### src/hw/rtl/csev_pkg.sv
`timescale 1ns / 1ps
// ----------------------------------------------------------------------------
// csev_pkg - shared definitions for the cubic spline evaluator
// Widths, operation codes, register indexes and controller/datapath structs.
// ----------------------------------------------------------------------------
package csev_pkg;

    // Defaults for the top-level parameters
    localparam int MAX_POINTS_DEF   = 256;
    localparam int LENGTH_STEPS_DEF = 3;

    // Fixed field widths
    localparam int COORD_BITS = 24;
    localparam int T_W        = 17;
    localparam int LEN_W      = 30;
    localparam int CFG_W      = 9;
    localparam int IDX_W      = 10;    // largest computed point index is 768

    // Datapath widths
    localparam int PT_W   = COORD_BITS + 2;   // virtual point 2*p0-p1 at full width
    localparam int W_W    = 24;               // doubled basis weight, signed Q7.16
    localparam int PROD_W = PT_W + W_W;
    localparam int ACC_W  = PROD_W + 2;
    localparam int R_W    = ACC_W - 17;       // evaluated coordinate, unsaturated
    localparam int DIF_W  = PT_W + 1;         // chord coordinate difference magnitude
    localparam int SQ_W   = 2 * DIF_W + 2;    // sum of three squares
    localparam int SQ_ITERS = SQ_W / 2;
    localparam int LACC_W = 34;

    localparam logic [T_W-1:0] ONE_Q16 = T_W'(65536);

    // Item operations
    localparam logic [1:0] OP_WRITE  = 2'd0;
    localparam logic [1:0] OP_POS    = 2'd1;
    localparam logic [1:0] OP_DERIV  = 2'd2;
    localparam logic [1:0] OP_LENGTH = 2'd3;

    // Spline modes
    localparam logic [1:0] SPL_LINEAR  = 2'd0;
    localparam logic [1:0] SPL_CATMULL = 2'd1;
    localparam logic [1:0] SPL_BEZIER  = 2'd2;
    localparam logic [1:0] SPL_UNINIT  = 2'd3;

    // Result status
    localparam logic [1:0] ST_OK     = 2'd0;
    localparam logic [1:0] ST_RANGE  = 2'd1;
    localparam logic [1:0] ST_UNINIT = 2'd2;

    // Configuration register indexes
    localparam logic [1:0] CFG_SPLINE_MODE = 2'd0;
    localparam logic [1:0] CFG_CLOSED_LOOP = 2'd1;
    localparam logic [1:0] CFG_LOOP_START  = 2'd2;
    localparam logic [1:0] CFG_POINT_COUNT = 2'd3;

    // Controller to datapath commands
    typedef struct packed {
        logic       load;       // capture the input transaction
        logic       wr;         // write point to store
        logic       rd;         // issue store read for point k
        logic       cap;        // capture read data for point k
        logic [1:0] k;
        logic       half;       // second read of the virtual point
        logic       t_item;     // t from the item
        logic       t_zero;     // t = 0, clear length
        logic       t_next;     // next length sample
        logic       t2;
        logic       t3;
        logic       wts;
        logic       mul;
        logic [1:0] mk;
        logic [1:0] mc;
        logic       acc;
        logic       sq_mul;
        logic [1:0] sc;
        logic       sq_acc;
        logic       sqrt_step;
        logic       keep_prev;
        logic       len_add;
        logic       fin;
    } t_cmd;

    // Datapath to controller status
    typedef struct packed {
        logic [1:0] op;
        logic       err;
        logic       virt;
        logic       lin;
    } t_sts;

endpackage

### src/hw/rtl/csev_ctrl.sv
`timescale 1ns / 1ps
// ----------------------------------------------------------------------------
// csev_ctrl - spline evaluator sequencer
// Steps one transaction through fetch, weights, MAC, chord and result load.
// ----------------------------------------------------------------------------
module csev_ctrl #(
    parameter int LENGTH_STEPS = csev_pkg::LENGTH_STEPS_DEF
) (
    input  logic           i_clk,
    input  logic           i_rst_n,
    input  logic           i_valid,
    output logic           o_stall,
    output logic           o_valid,
    input  logic           i_stall,
    input  csev_pkg::t_sts i_sts,
    output csev_pkg::t_cmd o_cmd
);

    localparam int STEP_W = $clog2(LENGTH_STEPS + 1);
    localparam int SI_W   = $clog2(csev_pkg::SQ_ITERS);

    localparam logic [3:0] S_IDLE = 4'd0;
    localparam logic [3:0] S_CHK  = 4'd1;
    localparam logic [3:0] S_WR   = 4'd2;
    localparam logic [3:0] S_RD   = 4'd3;
    localparam logic [3:0] S_CAP  = 4'd4;
    localparam logic [3:0] S_T2   = 4'd5;
    localparam logic [3:0] S_T3   = 4'd6;
    localparam logic [3:0] S_W    = 4'd7;
    localparam logic [3:0] S_MAC  = 4'd8;
    localparam logic [3:0] S_SQ   = 4'd9;
    localparam logic [3:0] S_SQRT = 4'd10;
    localparam logic [3:0] S_ADD  = 4'd11;
    localparam logic [3:0] S_FIN  = 4'd12;

    logic [3:0]        r_state, n_state;
    logic [1:0]        r_k, n_k;
    logic              r_half, n_half;
    logic [3:0]        r_mi, n_mi;
    logic [1:0]        r_sc, n_sc;
    logic [SI_W-1:0]   r_si, n_si;
    logic [STEP_W-1:0] r_step, n_step;
    logic              r_first, n_first;
    logic              r_ovalid, n_ovalid;
    logic              step_last;
    csev_pkg::t_cmd    cmd;

    assign step_last = i_sts.lin ? (r_step == STEP_W'(1))
                                 : (r_step == STEP_W'(LENGTH_STEPS));

    // Next state and commands
    always_comb begin
        cmd     = '0;
        n_state = r_state;
        n_k     = r_k;
        n_half  = r_half;
        n_mi    = r_mi;
        n_sc    = r_sc;
        n_si    = r_si;
        n_step  = r_step;
        n_first = r_first;
        unique case (r_state)
            S_IDLE: begin
                if (i_valid) begin
                    cmd.load = 1'b1;
                    n_state  = S_CHK;
                end
            end
            S_CHK: begin
                if (i_sts.op == csev_pkg::OP_WRITE) begin
                    n_state = S_WR;
                end else if (i_sts.err) begin
                    n_state = S_FIN;
                end else begin
                    n_k     = 2'd0;
                    n_half  = 1'b0;
                    n_state = S_RD;
                end
            end
            S_WR: begin
                cmd.wr  = 1'b1;
                n_state = S_FIN;
            end
            S_RD: begin
                cmd.rd   = 1'b1;
                cmd.k    = r_k;
                cmd.half = r_half;
                n_state  = S_CAP;
            end
            S_CAP: begin
                cmd.cap  = 1'b1;
                cmd.k    = r_k;
                cmd.half = r_half;
                if (!r_half && i_sts.virt) begin
                    n_half  = 1'b1;
                    n_state = S_RD;
                end else begin
                    n_half = 1'b0;
                    if (r_k == 2'd3) begin
                        if (i_sts.op == csev_pkg::OP_LENGTH) begin
                            cmd.t_zero = 1'b1;
                            n_first    = 1'b1;
                        end else begin
                            cmd.t_item = 1'b1;
                            n_first    = 1'b0;
                        end
                        n_state = S_T2;
                    end else begin
                        n_k     = r_k + 2'd1;
                        n_state = S_RD;
                    end
                end
            end
            S_T2: begin
                cmd.t2  = 1'b1;
                n_state = S_T3;
            end
            S_T3: begin
                cmd.t3  = 1'b1;
                n_state = S_W;
            end
            S_W: begin
                cmd.wts = 1'b1;
                n_mi    = 4'd0;
                n_state = S_MAC;
            end
            // products for index c*4+k, each accumulated in the cycle after it
            S_MAC: begin
                cmd.mk = r_mi[1:0];
                cmd.mc = r_mi[3:2];
                cmd.mul = (r_mi < 4'd12);
                cmd.acc = (r_mi != 4'd0) && (r_mi <= 4'd12);
                if (r_mi == 4'd13) begin
                    if (i_sts.op != csev_pkg::OP_LENGTH) begin
                        n_state = S_FIN;
                    end else if (r_first) begin
                        cmd.keep_prev = 1'b1;
                        cmd.t_next    = 1'b1;
                        n_first       = 1'b0;
                        n_step        = STEP_W'(1);
                        n_state       = S_T2;
                    end else begin
                        n_sc    = 2'd0;
                        n_state = S_SQ;
                    end
                end else begin
                    n_mi = r_mi + 4'd1;
                end
            end
            S_SQ: begin
                cmd.sc     = r_sc;
                cmd.sq_mul = (r_sc != 2'd3);
                cmd.sq_acc = (r_sc != 2'd0);
                if (r_sc == 2'd3) begin
                    n_si    = '0;
                    n_state = S_SQRT;
                end else begin
                    n_sc = r_sc + 2'd1;
                end
            end
            S_SQRT: begin
                cmd.sqrt_step = 1'b1;
                if (r_si == SI_W'(csev_pkg::SQ_ITERS - 1)) begin
                    n_state = S_ADD;
                end else begin
                    n_si = r_si + SI_W'(1);
                end
            end
            S_ADD: begin
                cmd.len_add = 1'b1;
                if (step_last) begin
                    n_state = S_FIN;
                end else begin
                    cmd.t_next = 1'b1;
                    n_step     = r_step + STEP_W'(1);
                    n_state    = S_T2;
                end
            end
            S_FIN: begin
                if (!r_ovalid || !i_stall) begin
                    cmd.fin = 1'b1;
                    n_state = S_IDLE;
                end
            end
            default: begin
                n_state = S_IDLE;
            end
        endcase
        n_ovalid = cmd.fin | (r_ovalid & i_stall);
    end

    // State registers
    always_ff @(posedge i_clk) begin
        if (!i_rst_n) begin
            r_state  <= S_IDLE;
            r_k      <= 2'd0;
            r_half   <= 1'b0;
            r_mi     <= 4'd0;
            r_sc     <= 2'd0;
            r_si     <= '0;
            r_step   <= '0;
            r_first  <= 1'b0;
            r_ovalid <= 1'b0;
        end else begin
            r_state  <= n_state;
            r_k      <= n_k;
            r_half   <= n_half;
            r_mi     <= n_mi;
            r_sc     <= n_sc;
            r_si     <= n_si;
            r_step   <= n_step;
            r_first  <= n_first;
            r_ovalid <= n_ovalid;
        end
    end

    assign o_stall = (r_state != S_IDLE);
    assign o_valid = r_ovalid;
    assign o_cmd   = cmd;

endmodule

### config.mk
export PLATFORM = sky130hd
export DESIGN_NAME = csev_ctrl
export DESIGN_NICKNAME = d
export VERILOG_FILES = /design/src/hw/rtl/csev_pkg.sv /design/src/hw/rtl/csev_ctrl.sv
export SDC_FILE = /design/constraint.sdc
export NUM_CORES = 1
export LEC_CHECK = 0
export BUFFER_PORTS_ARGS = -buffer_cell sky130_fd_sc_hd__buf_2
export CAP_MARGIN = 20
export CORE_ASPECT_RATIO = 1.2
export CORE_MARGIN = 2
export CORE_UTILIZATION = 54
export CTS_CLUSTER_DIAMETER = 50
export DETAILED_ROUTE_END_ITERATION = 10
export PLACE_DENSITY_LB_ADDON = 0.2
export SYNTH_ARGS = -nofsm -noshare
export SYNTH_HDL_FRONTEND = slang
export SYNTH_SLANG_ARGS = --single-unit
### constraint.sdc
create_clock -name i_clk -period 2.39 [get_ports i_clk]
set_input_delay 0.1195 -clock i_clk [delete_from_list [all_inputs] [get_ports i_clk]]
set_output_delay 0.1195 -clock i_clk [all_outputs]
set_load 0.05 [all_outputs]
==> results of run 1 <==
==> registers in the layout, indices dropped and copies added (netlist names) <==
signal and cells:
r_first 1, r_k 2, r_step 2, r_half 1
r_mi 4, r_si 5, r_sc 2, r_state 4
o_valid 1
==> what timing repair did <==
item                       4_1_cts  5_1_grt
gates resized for setup          1        1
setup buffers                    0        2
setup endpoints to repair        1        6
pin swaps                        0        0
==> layout make-up <==
type                       count  area [um^2]  area share
clock buffer                   3         22.5      0.0121
clock inverter                 1         30.0      0.0161
inverter                      16         60.1      0.0322
multi-input combinational    159         1050       0.564
sequential                    22          443       0.237
tap                           34         42.5      0.0228
timing repair buffer          41          215       0.115
==> routing by layer <==
metal | GRT usage | vias up
li1 | - | 825
met1 | 0.278 | 751
met2 | 0.384 | 50
met3 | 0.0374 | 6
met4 | 0.0781 | 0
met5 | 0 | -
==> placed cells by master, fill, tap and decap left out, types with 4 or more instances in the layout <==
master / Yosys / layout
nor2_1: 19 / 19
ha_1: 7 / 7
nand3_1: 12 / 12
dfxtp_1: 22 / 20
mux2i_1: 4 / 4
and2_1: 6 / 6
nor3_1: 4 / 4
nand2_1: 16 / 16
inv_1: 16 / 16
buf_2: 4 / 37
a21oi_1: 15 / 15
o21ai_0: 10 / 10
or3_1: 5 / 5
buf_4: 1 / 4
nand2b_1: 5 / 5
==> power by group <==
group	internal (mW)	switching (mW)
registers	0.422	0.156
clock network	0.169	0.120
logic	0.375	0.612
total	0.966	0.889
==> worst register-to-register path: stages (launching register included) <==
cell and delay (ns):
dfxtp_1 0.67, or4b_4 0.57, or4_4 0.51, nand3_1 0.10
a21oi_1 0.06
==> worst max-delay path by stage <==
stage               slack, ns  cells past startpoint        end       start
floorplan                0.02                      5  o_cmd[18]  r_state[0]
global placement         0.41                      5  o_cmd[19]  r_state[2]
detailed placement       0.35                      5  o_cmd[19]  r_state[2]
CTS                      0.11                      4  o_cmd[17]  r_state[3]
global route             0.07                      4  o_cmd[17]  r_state[3]
finish                   0.17                      4  o_cmd[17]  r_state[3]
==> synthesized netlist by cell type (all sizes together) (4+ instances only) <==
cell type / count / share of area
o21ai: 10 / 0.031
a21oi: 16 / 0.052
and2: 8 / 0.032
nand3: 12 / 0.037
nand2: 16 / 0.037
nor2: 19 / 0.044
mux2i: 4 / 0.025
buf: 7 / 0.033
inv: 16 / 0.037
clkbuf: 5 / 0.012
nor3: 4 / 0.012
or3: 5 / 0.019
ha: 7 / 0.054
nand2b: 5 / 0.019
dfxtp: 22 / 0.27
==> kinds of logic (layout without fill, tap and decap cells) <==
logic type               after synthesis  count (layout)  synth area share
flip-flops                            22              22             0.271
adder cells (fa/ha/maj)                7               7            0.0538
AND/OR/NAND/NOR                       96              96             0.354
AO/OA/AOI/OAI                         51              51             0.210
XOR/XNOR                               1               1           0.00539
buffers and inverters                 28              61            0.0815
multiplexers                           4               4            0.0246
==> stage by stage <==
stage	hold WS, ns	std cells	setup WS [ns]	power (mW)
3_3_place_gp	0.437	270	0.407	1.51
4_1_cts	0.106	274	0.107	1.82
5_1_grt	0.110	276	0.0719	1.97
2_1_floorplan	0.303	209	0.0229	1.38
6_report	0.121	276	0.171	1.86
3_5_place_dp	0.462	270	0.345	1.52
==> flow_summary.json, run 1 <==
{
  "status": "complete, no violations",
  "overflow": 0,
  "cts_buffer_depth": 2,
  "core_um2": 2840,
  "fp.dieH_um": 64.1,
  "placed_area_um2": 1800,
  "ys_ff_latch": 22,
  "start_util": 0.573,
  "cp-start-kind": "flop",
  "cts-root-buf": "clkbuf_4",
  "cp_max_fo": 18,
  "via_per_inst": 5.91,
  "htreeDepth": 1,
  "holdCritStartpoint": "i_stall",
  "peakVddDrop_mv": 0.618,
  "slowest_delay_ns": 0.67,
  "top_layer": "met4",
  "fin_skew_ns": 0.0127,
  "area_growth_syn_to_layout_pct": 14.8,
  "whs_path_depth": 3,
  "p_per_area_nw_per_um2": 994,
  "wl_um": 3770,
  "fmax_mhz": 451,
  "seq_area_frac_synth": 0.271,
  "ioPinCount": 38,
  "met3_length_um": 201,
  "clkTransAtPathRegs_ns": 0.14,
  "synth_edf_count": 0,
  "path_class": "flop to output pin",
  "grtUsageTotal": 0.226,
  "wl_per_cell_um": 13.7,
  "numClockSinks": 22,
  "slew_headroom": 0.651,
  "wl_met1_um": 1720,
  "vias": 1632,
  "crit_buf_inv": 1,
  "rr_endpoint": "r_sc[0]",
  "setup_viol": 0,
  "ant_nets": 0,
  "drt_iter0_markers": 66,
  "yosys_warnings": 0,
  "num-fill-cells": 275,
  "holdPathEnd": "o_valid",
  "ys.flop_type": "dfxtp_1",
  "synth_cell_type_count": 58,
  "cts_tree": "done",
  "drc": 0,
  "hp-class": "primary input to flop",
  "period_share": 0.928,
  "antenna_found_initial": 0,
  "row_count": 21,
  "layout.nets": 259,
  "fin_area_um2": 1870,
  "synth_nets": 225,
  "leakage_nw": 0.826,
  "arrival_ns": 2.10,
  "synth_cells": 209,
  "slowest_stage": "dfxtp_1",
  "cp_cell_sequence": "nor4b_4, nand4_1, nand2_1, buf_2",
  "grt_pass1_wl_um": 5970,
  "grt_max_degree": 23,
  "async_reset_ff_frac": 0,
  "drive_gt1_frac": 0.240,
  "critPathTopFamily": "simple AND/OR/NAND/NOR gates",
  "hpwl_um": 2730,
  "hold_buffers": 0,
  "wl_met2_um": 1800,
  "clk_latency_ns": 0.32,
  "tns_ns": 0,
  "grt_pass1_vias": 1420,
  "critPathRequiredTime_ns": 2.27,
  "tightestPinTransition_ns": 0.510,
  "reg2reg_depth": 4,
  "die_area_um2": 3470,
  "fin_crit_ns": 2.22,
  "final_core_util": 0.658,
  "avgSynthCellArea_um2": 7.78,
  "rrSetupSlack_ns": 0.36,
  "hold_violations": 0,
  "dr.pass1.iters": 4,
  "die_w_um": 54.1,
  "antenna_cells": 0,
  "numCtsBuffers": 3,
  "drv_cap": 0,
  "crit_path_end_kind": "output pin",
  "gp_congestion": 0.842,
  "r2r_start": "r_state[3]",
  "syn_area_um2": 1630,
  "drv_slew": 0,
  "io_buffers": 37,
  "rsz0062_at_grt": "no"
}
Power figures use the tool's default switching activity.
==> run 2: changes to the inputs <==
- ABC_AREA: unset -> 1
- CORE_UTILIZATION: 54 -> 53
==> flow_summary.json, run 2 <==
{
  "status": "complete, no violations",
  "fin_skew_ns": 0.00167,
  "cts_setup_buffers": 0,
  "drt_iter0_markers": 53,
  "yosysTopAreaCellShare": 0.285,
  "total_power_mw": 1.56,
  "reg.largest.list": "r_si: 5 flops, r_mi: 4 flops, r_state: 4 flops",
  "max_flop_register": "r_si",
  "met3_length_um": 189,
  "dr.pass1.iters": 4,
  "slew_headroom": 0.701,
  "row_count": 21,
  "overflow": 0,
  "critPathRequiredTime_ns": 2.27,
  "drive_gt1_frac": 0.191,
  "synth_cell_type_count": 24,
  "tns_ns": 0,
  "layout_commonest_cell": "nand2_1",
  "antenna_found_initial": 0,
  "peakVddDrop_mv": 0.494,
  "yosys_warnings": 0,
  "hold_buffers": 0,
  "cp_cell_sequence": "inv_2, nor2_2, nand2_1, nor2_2, nand2_1, inv_1, buf_2",
  "ys_ff_latch": 22,
  "p_per_area_nw_per_um2": 865,
  "yosys.area.top_type": "dfxtp_1",
  "grt_pass1_wl_um": 6110,
  "seq_area_frac_synth": 0.285,
  "synth_compound_gate_area_share": 0.118,
  "cts_tree": "done",
  "setup_ws_ns": 0.542,
  "numCtsBuffers": 3,
  "hold_violations": 0,
  "cts_buffer_depth": 2,
  "fmax_mhz": 541,
  "drc": 0,
  "hold_ws_ns": 0.0715,
  "dp_slack_ns": 0.886,
  "grt_pass1_vias": 1503,
  "wl_um": 3480,
  "arrival_ns": 1.73,
  "cts_resized": 0,
  "synth_nets": 280,
  "layout_common_cells": "nand2_1 (66), nor2_1 (59), inv_1 (37), buf_2 (37), dfxtp_1 (22)",
  "syn_area_um2": 1550,
  "htreeDepth": 1,
  "path_class": "flop to output pin",
  "gp_congestion": 0.909,
  "vias": 1653,
  "die_w_um": 53.3,
  "async_reset_ff_frac": 0,
  "leakage_nw": 0.930,
  "synth_xor_area_frac": 0.0113,
  "top_layer": "met4",
  "numClockSinks": 22,
  "layout.nets": 321,
  "grt_max_degree": 14,
  "grtUsageTotal": 0.231,
  "cts-root-buf": "clkbuf_4",
  "netlist_top_cells_count": "nand2_1 (66), nor2_1 (59), inv_1 (37), dfxtp_1 (22), a21oi_1 (18)",
  "drv_slew": 0,
  "synth_mux_area_frac": 0,
  "io_buffers": 37,
  "area_growth_syn_to_layout_pct": 16.8,
  "wl_met2_um": 1630,
  "cp-start-kind": "flop",
  "slowest_stage": "dfxtp_1",
  "antenna_cells": 0,
  "slowest_delay_ns": 0.46,
  "avgSynthCellArea_um2": 5.86,
  "rsz0062_at_grt": "no",
  "ys.flop_type": "dfxtp_1",
  "synth_top_family_by_area": "simple AND/OR/NAND/NOR gates",
  "wl_met1_um": 1620,
  "hpwl_um": 2890,
  "netlist_top_cells_area": "dfxtp_1 (28%), nand2_1 (16%), nor2_1 (14%)",
  "drv_cap": 0,
  "synthSimpleGateAreaFrac": 0.432,
  "crit_path_end_kind": "output pin",
  "die_area_um2": 3370,
  "wl_per_cell_um": 10.3,
  "tightestPinTransition_ns": 0.448,
  "via_per_inst": 4.89,
  "synth_fa_ha_area_frac": 0.0566,
  "core_um2": 2790,
  "fin_cells": 338,
  "cp_max_fo": 6,
  "synth_cells": 264,
  "synth_edf_count": 0,
  "ioPinCount": 38,
  "hp-class": "primary input to flop",
  "ant_nets": 0,
  "fin_crit_ns": 1.85,
  "fp.dieH_um": 63.2,
  "period_share": 0.773,
  "critPathTopFamily": "simple AND/OR/NAND/NOR gates",
  "setup_viol": 0,
  "crit_buf_inv": 3,
  "dpl.cell_count": 334,
  "synth.most_common_cell": "nand2_1",
  "largest_reg_flops": 5,
  "start_util": 0.555,
  "clkTransAtPathRegs_ns": 0.12,
  "clk_latency_ns": 0.30
}
## run 2: cell count changes after synthesis, moves of 4 or more
| cell | change |
|---|---|
| nand2_1 | +50 |
| clkbuf_1 | -4 |
| and2_1 | -6 |
| nor2_2 | +8 |
| nand2b_1 | -5 |
| nor2_1 | +40 |
| or3_1 | -5 |
| inv_1 | +21 |
| buf_2 | -4 |
| mux2i_1 | -4 |
## run 2: path summary, 6_finish.rpt
path	start	endpoint	slack [ns]	depth (start not counted)
worst max-delay path	r_state[2]	o_cmd[18]	0.54	7
worst min-delay path	i_stall	o_valid	0.07	3
worst max register to register	r_state[2]	r_sc[0]	0.93	8
worst min register to register	r_si[1]	r_si[1]	0.49	2
## run 2: kinds of logic after synthesis
group                      after synthesis
AOI/OAI and AO/OA                       34
xor gates and xnor gates                 2
adders and majority gates                7
buffers and inverters                   40
DFF                                     22
and+or+nand+nor                        159
## run 2: area by class of cell
class	instances	area, um^2
multi-input combinational	202	956
sequential	22	440
inverter	39	146
timing repair buffer	37	185
tap	34	42.5
clock buffer	4	36.3
fill	298	978
## run 2: metrics by stage
step / utilization / cell area, um^2
finish: 0.649 / 1810
global route: 0.649 / 1810
CTS: 0.649 / 1810
detailed placement: 0.636 / 1770
global placement: 0.636 / 1770
floorplan: - / 1550
## run 2: per-layer routing
metal / up-vias / GRT usage
li1: 903 / -
met2: 41 / 0.386
met5: - / 0
met4: 0 / 0.0609
met3: 4 / 0.0355
met1: 705 / 0.302
## run 2: worst reg2reg max path, stage by stage (launching register included)
cell and delay (ns):
dfxtp_1 0.39, inv_2 0.12, nand2_4 0.08, nor2_2 0.20
nand2_1 0.16, o21ai_1 0.18, inv_1 0.09, a21oi_1 0.12
nor2_1 0.05
## run 2: report_power, final
| group | internal [mW] | switching (mW) |
|---|---|---|
| registers | 0.419 | 0.0621 |
| clock network | 0.0929 | 0.109 |
| logic | 0.238 | 0.641 |
| total | 0.750 | 0.812 |
==> run 3: changes to the inputs <==
- ABC_AREA: 1 -> 0
- CORE_UTILIZATION: 53 -> 54
- clock period: 2.39 -> 1.7 ns (I/O delays scaled with it)
==> flow_summary.json, run 3 (same netlist as run 1, synthesis figures left out) <==
{
  "status": "finished with violations",
  "failed_checks": "negative setup slack",
  "cp-start-kind": "flop",
  "cts_tree": "done",
  "hold_buffers": 0,
  "die_w_um": 54.1,
  "layout_common_cells": "buf_4 (43), buf_6 (19), dfxtp_1 (18)",
  "crit_path_end_kind": "output pin",
  "io_buffers": 37,
  "via_per_inst": 6.49,
  "fp.dieH_um": 64.1,
  "gp_congestion": 0.888,
  "ant_nets": 0,
  "setup_viol": 24,
  "vias": 2057,
  "hp-class": "primary input to flop",
  "drv_slew": 0,
  "largest_reg_flops": 5,
  "drc": 0,
  "area_growth_syn_to_layout_pct": 59.4,
  "antenna_cells": 0,
  "leakage_nw": 1.08,
  "antenna_found_initial": 0,
  "dr.pass1.iters": 4,
  "setup_ws_ns": -0.253,
  "grt_pass1_wl_um": 7610,
  "cts-root-buf": "clkbuf_4",
  "dp_slack_ns": 0.0241,
  "clk_latency_ns": 0.34,
  "row_count": 21,
  "cp_max_fo": 9,
  "clkTransAtPathRegs_ns": 0.15,
  "arrival_ns": 1.87,
  "overflow": 0,
  "numCtsBuffers": 3,
  "hpwl_um": 3170,
  "num-fill-cells": 101,
  "grt_max_degree": 14,
  "fmax_mhz": 512,
  "tns_ns": -3.69,
  "peakVddDrop_mv": 1.27,
  "drt_iter0_markers": 186,
  "reg.largest.list": "r_si: 5 flops, r_mi: 4 flops, r_state: 4 flops",
  "cts_buffer_depth": 2,
  "p_per_area_nw_per_um2": 1450,
  "htreeDepth": 1,
  "hold_ws_ns": 0.0837,
  "start_util": 0.573,
  "critPathRequiredTime_ns": 1.62,
  "layout_commonest_cell": "buf_4",
  "fin_crit_ns": 1.95,
  "layout.nets": 300,
  "wl_um": 6320,
  "seqCellArea_um2": 455,
  "rsz0062_at_grt": "yes",
  "period_share": 1.15,
  "drive_gt1_frac": 0.473,
  "total_power_mw": 3.75,
  "die_area_um2": 3470,
  "max_flop_register": "r_si",
  "fin_skew_ns": 0.00816,
  "hold_violations": 0,
  "wl_per_cell_um": 19.9,
  "ioPinCount": 38,
  "drv_cap": 0,
  "numClockSinks": 22,
  "grtUsageTotal": 0.287,
  "core_um2": 2840,
  "tightestPinTransition_ns": 0.373,
  "slew_headroom": 0.745,
  "multiInputGateArea_um2": 1250,
  "grt_pass1_vias": 1758,
  "path_class": "flop to output pin"
}
==> run 3: power by group <==
part	internal [mW]	switching (mW)	leakage (nW)
Combinational	1.17	1.42	0.873
Clock	0.239	0.197	0.0279
Sequential	0.613	0.106	0.181
==> run 3: metal layers <==
| layer | global-route usage | wire [um] | vias up |
|---|---|---|---|
| li1 | - | - | 910 |
| met1 | 0.347 | 2380 | 971 |
| met2 | 0.480 | 3180 | 140 |
| met3 | 0.0537 | 483 | 36 |
| met4 | 0.125 | 278 | 0 |
| met5 | 0 | 0 | - |
==> run 3: metrics by stage <==
stage	utilization	cells	cell area [um^2]
2_1_floorplan	-	209	1700
5_1_grt	0.914	317	2590
3_5_place_dp	0.737	299	2090
3_3_place_gp	0.737	299	2090
4_1_cts	0.819	308	2320
6_report	0.914	317	2590
==> run 3: path summary, 6_finish.rpt <==
kind                    from        end  slack, ns  depth (start not counted)
setup reg to reg  r_state[1]    r_first      -0.21                          7
setup / recovery  r_state[0]  o_cmd[22]      -0.25                          6
hold reg to reg      r_si[4]    r_si[4]       0.50                          2
hold / removal       i_rst_n  r_step[0]       0.08                          2
==> run 3: cell type report <==
type | instances | share of cell area
sequential | 22 | 0.176
clock buffer | 3 | 0.00869
timing repair buffer | 82 | 0.278
inverter | 16 | 0.0256
clock inverter | 1 | 0.0116
multi-input combinational | 159 | 0.484
tap | 34 | 0.0164
==> run 3: worst max-delay path, stage by stage (launching register included) <==
cell and delay (ns):
dfxtp_4 0.39, buf_4 0.18, nor2_1 0.24, a2bb2oi_1 0.13, nor2_1 0.20, and2_1 0.18
buf_4 0.20
==> run 3: timing repair <==
action | in CTS | in global routing
setup buffers | 6 | 10
endpoints found under the hold margin | 0 | 0
resized for setup | 48 | 57
cloned | 0 | 0
endpoints found under the setup margin | 19 | 39
pin swaps | 4 | 8
